## config.mk

```make
export PLATFORM = sky130hd
export DESIGN_NAME = escaped_packet_deframer_crc_core_flat
export DESIGN_NICKNAME = d
export VERILOG_FILES = /design/src/rtl/epd_pkg.sv /design/src/rtl/epd_rx_if.sv /design/src/rtl/epd_res_if.sv /design/src/rtl/escaped_packet_deframer_crc_core.sv /design/src/flat_wrapper.sv
export SDC_FILE = /design/constraint.sdc
export NUM_CORES = 1
export LEC_CHECK = 0
export ABC_AREA = 1
export BUFFER_PORTS_ARGS = -buffer_cell sky130_fd_sc_hd__buf_2
export CORE_ASPECT_RATIO = 0.7
export CORE_MARGIN = 5
export CORE_UTILIZATION = 59
export CTS_CLUSTER_SIZE = 14
export DETAILED_ROUTE_END_ITERATION = 6
export PLACE_DENSITY_LB_ADDON = 0.15
export SLEW_MARGIN = 0
export SYNTH_ARGS = -nofsm -noshare
export SYNTH_HDL_FRONTEND = slang
export SYNTH_SLANG_ARGS = --single-unit
```

## constraint.sdc

```tcl
create_clock -name clk -period 3 [get_ports clk]
set_input_delay 0.3 -clock clk [delete_from_list [all_inputs] [get_ports clk]]
set_output_delay 0.3 -clock clk [all_outputs]
set_load 0.005 [all_outputs]
```

## src/rtl/epd_pkg.sv

```systemverilog
// ----------------------------------------------------------------------------
// epd_pkg
// types, constants and the crc-8 byte update shared by the deframer files
// ----------------------------------------------------------------------------
package epd_pkg;

    localparam int unsigned LENGTH_BITS_DEF = 24;
    localparam int unsigned LEN_FIELD_BITS  = 24;
    localparam int unsigned LEN_LO_BITS     = 16;

    localparam logic [7:0] ESC_BYTE = 8'd27;
    localparam logic [7:0] ESC_HDR  = 8'd28;
    localparam logic [7:0] CRC_POLY = 8'h91;

    typedef enum logic [2:0] {
        PH_HEADER = 3'd0,
        PH_TYPE   = 3'd1,
        PH_LEN0   = 3'd2,
        PH_LEN1   = 3'd3,
        PH_LEN2   = 3'd4,
        PH_DATA   = 3'd5,
        PH_CRC    = 3'd6
    } phase_t;

    typedef enum logic [1:0] {
        KIND_DATA = 2'd0,
        KIND_GOOD = 2'd1,
        KIND_BAD  = 2'd2
    } kind_t;

    // lsb-first crc-8, one byte
    function automatic logic [7:0] crc8_byte(input logic [7:0] crc, input logic [7:0] b);
        logic [7:0] c;
        c = crc ^ b;
        for (int k = 0; k < 8; k++)
        begin
            if (c[0])
            begin
                c = c ^ CRC_POLY;
            end
            c = c >> 1;
        end
        return c;
    endfunction

endpackage

```

## src/rtl/epd_rx_if.sv

```systemverilog
// ----------------------------------------------------------------------------
// epd_rx_if
// valid/ready channel carrying one received raw byte
// ----------------------------------------------------------------------------
interface epd_rx_if;
    logic       valid;
    logic       ready;
    logic [7:0] rx_byte;

    modport source (output valid, output rx_byte, input ready);
    modport sink   (input valid, input rx_byte, output ready);
endinterface

```

## src/rtl/epd_res_if.sv

```systemverilog
// ----------------------------------------------------------------------------
// epd_res_if
// valid/ready channel carrying one deframer result
// ----------------------------------------------------------------------------
interface epd_res_if;
    logic        valid;
    logic        ready;
    logic [1:0]  kind;
    logic [7:0]  data_byte;
    logic [7:0]  frame_type;
    logic [23:0] payload_length;
    logic        last;

    modport source (output valid, output kind, output data_byte, output frame_type,
                    output payload_length, output last, input ready);
    modport sink   (input valid, input kind, input data_byte, input frame_type,
                    input payload_length, input last, output ready);
endinterface

```

## src/rtl/escaped_packet_deframer_crc_core.sv

```systemverilog
// ----------------------------------------------------------------------------
// escaped_packet_deframer_crc_core
// header hunt, unescape and crc-8 check of a byte-stuffed packet stream
// ----------------------------------------------------------------------------
// the result of an rx transfer is registered in the output register
// throughput: one byte per cycle while the output register is not stalled
// rx is held off only while a result waits in the output register
// reset: asynchronous, phase back to header hunt, header byte and counters zero
// ----------------------------------------------------------------------------
module escaped_packet_deframer_crc_core #(
    parameter int unsigned LENGTH_BITS = epd_pkg::LENGTH_BITS_DEF
) (
    input  logic           clk,
    input  logic           rst_n,
    input  logic           cfg_we,
    input  logic [7:0]     cfg_data,
    epd_rx_if.sink         rx,
    epd_res_if.source      res
);
    import epd_pkg::*;

    logic [7:0]                header_byte_reg;
    phase_t                    phase_reg, phase_next;
    logic [7:0]                type_reg, type_next;
    logic [LEN_LO_BITS-1:0]    len_lo_reg, len_lo_next;
    logic [LENGTH_BITS-1:0]    raw_length_reg, raw_length_next;
    logic [LENGTH_BITS-1:0]    raw_count_reg, raw_count_next;
    logic [LENGTH_BITS-1:0]    out_count_reg, out_count_next;
    logic [7:0]                crc_reg, crc_next;
    logic                      esc_reg, esc_next;

    logic                      res_valid_reg;
    logic [1:0]                res_kind_reg;
    logic [7:0]                res_data_reg;
    logic [7:0]                res_type_reg;
    logic [LEN_FIELD_BITS-1:0] res_len_reg;
    logic                      res_last_reg;

    logic                      emit;
    kind_t                     emit_kind;
    logic [7:0]                emit_data;
    logic                      emit_last;

    logic                      accept;
    logic [7:0]                b;
    logic [7:0]                crc_upd;
    logic [LEN_FIELD_BITS-1:0] len_full;
    logic [LENGTH_BITS:0]      raw_count_inc;

    assign rx.ready      = !res_valid_reg || res.ready;
    assign accept        = rx.valid && rx.ready;
    assign b             = rx.rx_byte;
    assign crc_upd       = crc8_byte(crc_reg, b);
    assign len_full      = {b, len_lo_reg};
    assign raw_count_inc = {1'b0, raw_count_reg} + {{LENGTH_BITS{1'b0}}, 1'b1};

    // next state
    always_comb
    begin
        phase_next      = phase_reg;
        type_next       = type_reg;
        len_lo_next     = len_lo_reg;
        raw_length_next = raw_length_reg;
        raw_count_next  = raw_count_reg;
        out_count_next  = out_count_reg;
        crc_next        = crc_reg;
        esc_next        = esc_reg;
        unique case (phase_reg)
            PH_HEADER:
            begin
                if (b == header_byte_reg)
                begin
                    phase_next = PH_TYPE;
                end
            end
            PH_TYPE:
            begin
                type_next  = b;
                crc_next   = crc8_byte(8'd0, b);
                phase_next = PH_LEN0;
            end
            PH_LEN0:
            begin
                len_lo_next[7:0] = b;
                crc_next         = crc_upd;
                phase_next       = PH_LEN1;
            end
            PH_LEN1:
            begin
                len_lo_next[15:8] = b;
                crc_next          = crc_upd;
                phase_next        = PH_LEN2;
            end
            PH_LEN2:
            begin
                raw_length_next = len_full[LENGTH_BITS-1:0];
                crc_next        = crc_upd;
                raw_count_next  = '0;
                out_count_next  = '0;
                esc_next        = 1'b0;
                phase_next      = (len_full[LENGTH_BITS-1:0] == '0) ? PH_CRC : PH_DATA;
            end
            PH_DATA:
            begin
                crc_next       = crc_upd;
                raw_count_next = raw_count_inc[LENGTH_BITS-1:0];
                if (esc_reg || b != ESC_BYTE)
                begin
                    esc_next       = 1'b0;
                    out_count_next = out_count_reg + {{(LENGTH_BITS-1){1'b0}}, 1'b1};
                end
                else
                begin
                    esc_next = 1'b1;
                end
                if (raw_count_inc >= {1'b0, raw_length_reg})
                begin
                    esc_next   = 1'b0;
                    phase_next = PH_CRC;
                end
            end
            PH_CRC:
            begin
                phase_next = PH_HEADER;
            end
            default:
            begin
                phase_next = PH_HEADER;
            end
        endcase
    end

    // result
    always_comb
    begin
        emit      = 1'b0;
        emit_kind = KIND_DATA;
        emit_data = 8'd0;
        emit_last = 1'b0;
        unique case (phase_reg)
            PH_DATA:
            begin
                if (esc_reg)
                begin
                    emit      = 1'b1;
                    emit_data = (b == ESC_HDR) ? header_byte_reg : b;
                end
                else if (b != ESC_BYTE)
                begin
                    emit      = 1'b1;
                    emit_data = b;
                end
            end
            PH_CRC:
            begin
                emit      = 1'b1;
                emit_kind = (crc_reg == b) ? KIND_GOOD : KIND_BAD;
                emit_last = 1'b1;
            end
            default:
            begin
                emit = 1'b0;
            end
        endcase
    end

    always_ff @(posedge clk or negedge rst_n)
    begin
        if (!rst_n)
        begin
            header_byte_reg <= 8'd0;
            phase_reg       <= PH_HEADER;
            type_reg        <= 8'd0;
            len_lo_reg      <= '0;
            raw_length_reg  <= '0;
            raw_count_reg   <= '0;
            out_count_reg   <= '0;
            crc_reg         <= 8'd0;
            esc_reg         <= 1'b0;
            res_valid_reg   <= 1'b0;
        end
        else
        begin
            if (cfg_we)
            begin
                header_byte_reg <= cfg_data;
            end
            if (accept)
            begin
                phase_reg      <= phase_next;
                type_reg       <= type_next;
                len_lo_reg     <= len_lo_next;
                raw_length_reg <= raw_length_next;
                raw_count_reg  <= raw_count_next;
                out_count_reg  <= out_count_next;
                crc_reg        <= crc_next;
                esc_reg        <= esc_next;
                res_valid_reg  <= emit;
            end
            else if (res.ready)
            begin
                res_valid_reg <= 1'b0;
            end
        end
    end

    // result payload, loaded on every rx transfer
    always_ff @(posedge clk)
    begin
        if (accept)
        begin
            res_kind_reg <= emit_kind;
            res_data_reg <= emit_data;
            res_type_reg <= type_reg;
            res_last_reg <= emit_last;
            res_len_reg  <= emit_last ? LEN_FIELD_BITS'(out_count_reg) : '0;
        end
    end

    assign res.valid          = res_valid_reg;
    assign res.kind           = res_kind_reg;
    assign res.data_byte      = res_data_reg;
    assign res.frame_type     = res_type_reg;
    assign res.payload_length = res_len_reg;
    assign res.last           = res_last_reg;

`ifndef SYNTHESIS
    a_stall_blocks_rx: assert property (@(posedge clk) disable iff (!rst_n)
        (res.valid && !res.ready) |-> !rx.ready)
        else $error("rx accepted while a result is stalled");

    a_crc_byte_closes: assert property (@(posedge clk) disable iff (!rst_n)
        (accept && phase_reg == PH_CRC) |=> (res.valid && res.last))
        else $error("crc byte did not produce an end result");

    a_data_result_form: assert property (@(posedge clk) disable iff (!rst_n)
        (res.valid && !res.last) |-> (res.kind == KIND_DATA && res.payload_length == '0))
        else $error("malformed data result");

    a_end_result_form: assert property (@(posedge clk) disable iff (!rst_n)
        (res.valid && res.last) |-> (res.data_byte == 8'd0 &&
            (res.kind == KIND_GOOD || res.kind == KIND_BAD)))
        else $error("malformed end result");
`endif

endmodule

```

## src/flat_wrapper.sv

```systemverilog
// flat-port wrapper written by rule: the top's interface ports become plain ports
module escaped_packet_deframer_crc_core_flat import epd_pkg::*;
#(
    parameter int unsigned LENGTH_BITS = epd_pkg::LENGTH_BITS_DEF
)
  (clk, rst_n, cfg_we, cfg_data, rx_valid, rx_rx_byte, rx_ready, res_valid, res_kind, res_data_byte, res_frame_type, res_payload_length, res_last, res_ready);
  epd_rx_if rx_i ();
  epd_res_if res_i ();
  input  logic clk;
  input  logic rst_n;
  input  logic cfg_we;
  input  logic [7:0] cfg_data;
  input wire logic [$bits(rx_i.valid)-1:0] rx_valid;
  input wire logic [$bits(rx_i.rx_byte)-1:0] rx_rx_byte;
  output wire logic [$bits(rx_i.ready)-1:0] rx_ready;
  output wire logic [$bits(res_i.valid)-1:0] res_valid;
  output wire logic [$bits(res_i.kind)-1:0] res_kind;
  output wire logic [$bits(res_i.data_byte)-1:0] res_data_byte;
  output wire logic [$bits(res_i.frame_type)-1:0] res_frame_type;
  output wire logic [$bits(res_i.payload_length)-1:0] res_payload_length;
  output wire logic [$bits(res_i.last)-1:0] res_last;
  input wire logic [$bits(res_i.ready)-1:0] res_ready;
  assign rx_i.valid = rx_valid;
  assign rx_i.rx_byte = rx_rx_byte;
  assign rx_ready = rx_i.ready;
  assign res_valid = res_i.valid;
  assign res_kind = res_i.kind;
  assign res_data_byte = res_i.data_byte;
  assign res_frame_type = res_i.frame_type;
  assign res_payload_length = res_i.payload_length;
  assign res_last = res_i.last;
  assign res_i.ready = res_ready;
  escaped_packet_deframer_crc_core #(.LENGTH_BITS(LENGTH_BITS)) u_core (.clk(clk), .rst_n(rst_n), .cfg_we(cfg_we), .cfg_data(cfg_data), .rx(rx_i), .res(res_i));
endmodule
```

==> flow_metrics.tcl <==
set metrics [dict create \
    outcome "completed" \
    grt_pass1_wl_um 33700 \
    portBuffers 65 \
    core_um2 14100 \
    hpwl_um 14500 \
    final-seq-area_um2 4200 \
    cp-end-kind "register" \
    drive_above_1_share 0.144 \
    synth_edf_count 43 \
    multi_input_area_um2 3630 \
    dpl.cell_count 1272 \
    n_antenna_cell 0 \
    area_growth_pct 14.1 \
    maxCapViolations 0 \
    root_buffer "clkbuf_16" \
    max_freq_mhz 358 \
    internal_power_uw 5340 \
    wl_met3_um 1910 \
    critPathArrivalTime_ns 3.11 \
    worstSetupStartpointType "register" \
    num_vias 7181 \
    die_area_um2 17000 \
    setup_viol 0 \
    vias_per_cell 5.49 \
    rows 36 \
    netlist_area_um2 8520 \
    wl_met2_um 8430 \
    syn_avg_cell_area_um2 8.21 \
    stdcell_count 1308 \
    clockBufferDepth 2 \
    drtIter0Drc 652 \
    powerDensity_nw_per_um2 909 \
    wire_per_inst_um 15.6 \
    finalMaxSlewViolations 0 \
    antenna_left 0 \
    synth_top_area_share 0.341 \
    total_power_uw 8840 \
    synth_cell_types 40 \
    synthTopCellsByArea "dfrtp_1, edfxtp_1, nand2_1, inv_1, o21ai_0" \
    cp_max_fo 5 \
    place_congestion 0.914 \
    r2r_slack_ns 0.21 \
    antenna_found_initial 0 \
    drc_errors 0 \
    dr.pass1.iters 5 \
    cp.required_ns 3.32 \
    ys_seq_elements 159 \
    pre_cts_slack_ns 0.0802 \
    synth_top_area_cell "dfrtp_1" \
    yosys_most_used_dff "dfrtp_1" \
    htreeDepth 4 \
    wl_um 20400 \
    pwr-share-clk 0.241 \
    die_w_um 154 \
    ys_warn_count 0 \
    leakagePower_uw 0.00464 \
    layout.cells.most_common "nand2_1" \
    netlist_instances 1037 \
    num-fill-cells 1168 \
    grt_overflow 0 \
    met1_length_um 9820 \
    ys_seq_area_frac 0.492 \
    netSwitchingPower_uw 3500 \
    start_util 0.606 \
    clock_latency_ns 0.42 \
    min_period_ns 2.79 \
    track_usage 0.244 \
    min_period_over_period 0.931 \
    cts_tree "done" \
    die_height_um 111 \
    clkSinkCount 159 \
    worst_clock_skew_ns 0.00814 \
    maxSlewHeadroom 0.622 \
    min-delay-path-class "in2reg" \
    tightest_slew_ns 0.563 \
    fin_nets 1154 \
    irDropWorstVdd_uv 531 \
    finalHoldViolCount 0 \
    clk_pin_slew_ns 0.06 \
    async_flop_share 0.730 \
    syn-num-nets 1086 \
    ioPinCount 66 \
    cts_made_buffers 17 \
    criticalPathCategory "reg2reg" \
    pwr-share-comb 0.358 \
    first_global_vias 6534 \
    maxUsedRoutingLayer "met4" \
    grt_max_degree 77 \
    finalSetupTns_ns 0 \
    switching_share 0.396 \
    worst_slack_ns 0.206 \
    power_frac_seq 0.401 \
    final_cell_mix "nand2_1, inv_1, dfrtp_1" \
]
-- routing by layer --
| layer | vias up | GRT usage |
|---|---|---|
| li1 | 3492 | - |
| met1 | 3343 | 0.396 |
| met2 | 316 | 0.326 |
| met3 | 30 | 0.0551 |
| met4 | 0 | 0.0653 |
| met5 | - | 0 |
-- synth_stat cells, types with 2 or more instances --
master / instances
nand2_4: 2
nor3_2: 6
o21a_1: 2
nor4_1: 5
nand3_1: 55
clkbuf_1: 10
inv_1: 157
o21ai_1: 24
dfrtp_1: 116
inv_2: 12
nand3_2: 4
edfxtp_1: 43
o32ai_1: 2
or2_2: 4
nor2_2: 2
buf_2: 11
a21oi_1: 20
nand2_1: 244
nor2_1: 91
xor2_1: 26
xnor2_1: 10
o21ai_0: 78
o22ai_1: 12
nor2_4: 3
nor3_1: 16
ha_1: 28
buf_6: 2
a211oi_1: 3
nand2_2: 6
nor3b_1: 2
nand4_1: 31
buf_4: 2
-- final cells by class --
class                           instances  share of cell area
Multi-Input combinational cell        682               0.374
Clock buffer                           23              0.0537
Clock inverter                          9             0.00708
Sequential cell                       159               0.432
Timing Repair Buffer                   75              0.0430
Inverter                              170              0.0660
Tap cell                              190              0.0245
-- power by group through the flow --
stage          Combinational [µW]  Sequential, µW  Clock, µW
6_report                     3160            3540       2130
5_1_grt                      3630            3630       2250
4_1_cts                      3100            3510       2160
3_5_place_dp                 3070            3530          0
3_3_place_gp                 2990            3510          0
2_1_floorplan                2290            3410          0
-- logic make-up after synthesis --
| kind of cell | Yosys count | share of synthesized area |
|---|---|---|
| buffers and inverters | 196 | 0.0909 |
| flip-flops | 159 | 0.492 |
| adder cells (fa/ha/maj) | 28 | 0.0411 |
| XOR/XNOR | 36 | 0.0370 |
| AND/OR/NAND/NOR | 472 | 0.247 |
| AO/OA/AOI/OAI | 146 | 0.0915 |
-- metrics by stage --
step | area [µm²] | hold WS (ns) | utilization
3_5_place_dp | 9010 | 0.322 | 0.641
2_1_floorplan | 8520 | 0.00441 | -
4_1_cts | 9610 | 0.0731 | 0.684
3_3_place_gp | 9010 | 0.324 | 0.641
5_1_grt | 9720 | 0.0912 | 0.692
6_report | 9720 | 0.0821 | 0.692
-- repair_timing --
| action | in CTS | in global routing |
|---|---|---|
| endpoints found under the setup margin | 0 | 4 |
| resized for setup | 0 | 23 |
| hold buffers | 1 | 0 |
| buffers inserted | 0 | 3 |
| endpoints found under the hold margin | 40 | 0 |
-- critical path, cell delays in order (launching register included) --
cell and delay (ns):
dfrtp_1 0.38, ha_2 0.22, nand3_4 0.10, inv_4 0.09, nand2_4 0.07, nor3_4 0.20, nand3_2 0.11, xor2_2 0.17
inv_1 0.07, ha_1 0.29, nand2_1 0.08, nor2_2 0.14, nand3_1 0.11, nor2_2 0.15, nand2_1 0.06, nand2_1 0.06
nor2_1 0.04, nand3_2 0.12, nand2_2 0.08, nand2_1 0.08, nand2_1 0.05
-- worst paths after layout --
path                                          from                   endpoint  depth (start not counted)
min in group asynchronous                    rst_n   u_core.raw_length_reg[1]                          2
hold reg to reg                 u_core.type_reg[3]   u_core.res.frame_type[3]                          0
hold / removal                         cfg_data[6]  u_core.header_byte_reg[6]                          3
setup / recovery           u_core.raw_count_reg[1]        u_core.phase_reg[0]                         20
setup reg to reg           u_core.raw_count_reg[1]        u_core.phase_reg[0]                         20
max in group asynchronous                    rst_n   u_core.raw_count_reg[16]                          3
Power figures use the tool's default switching activity.
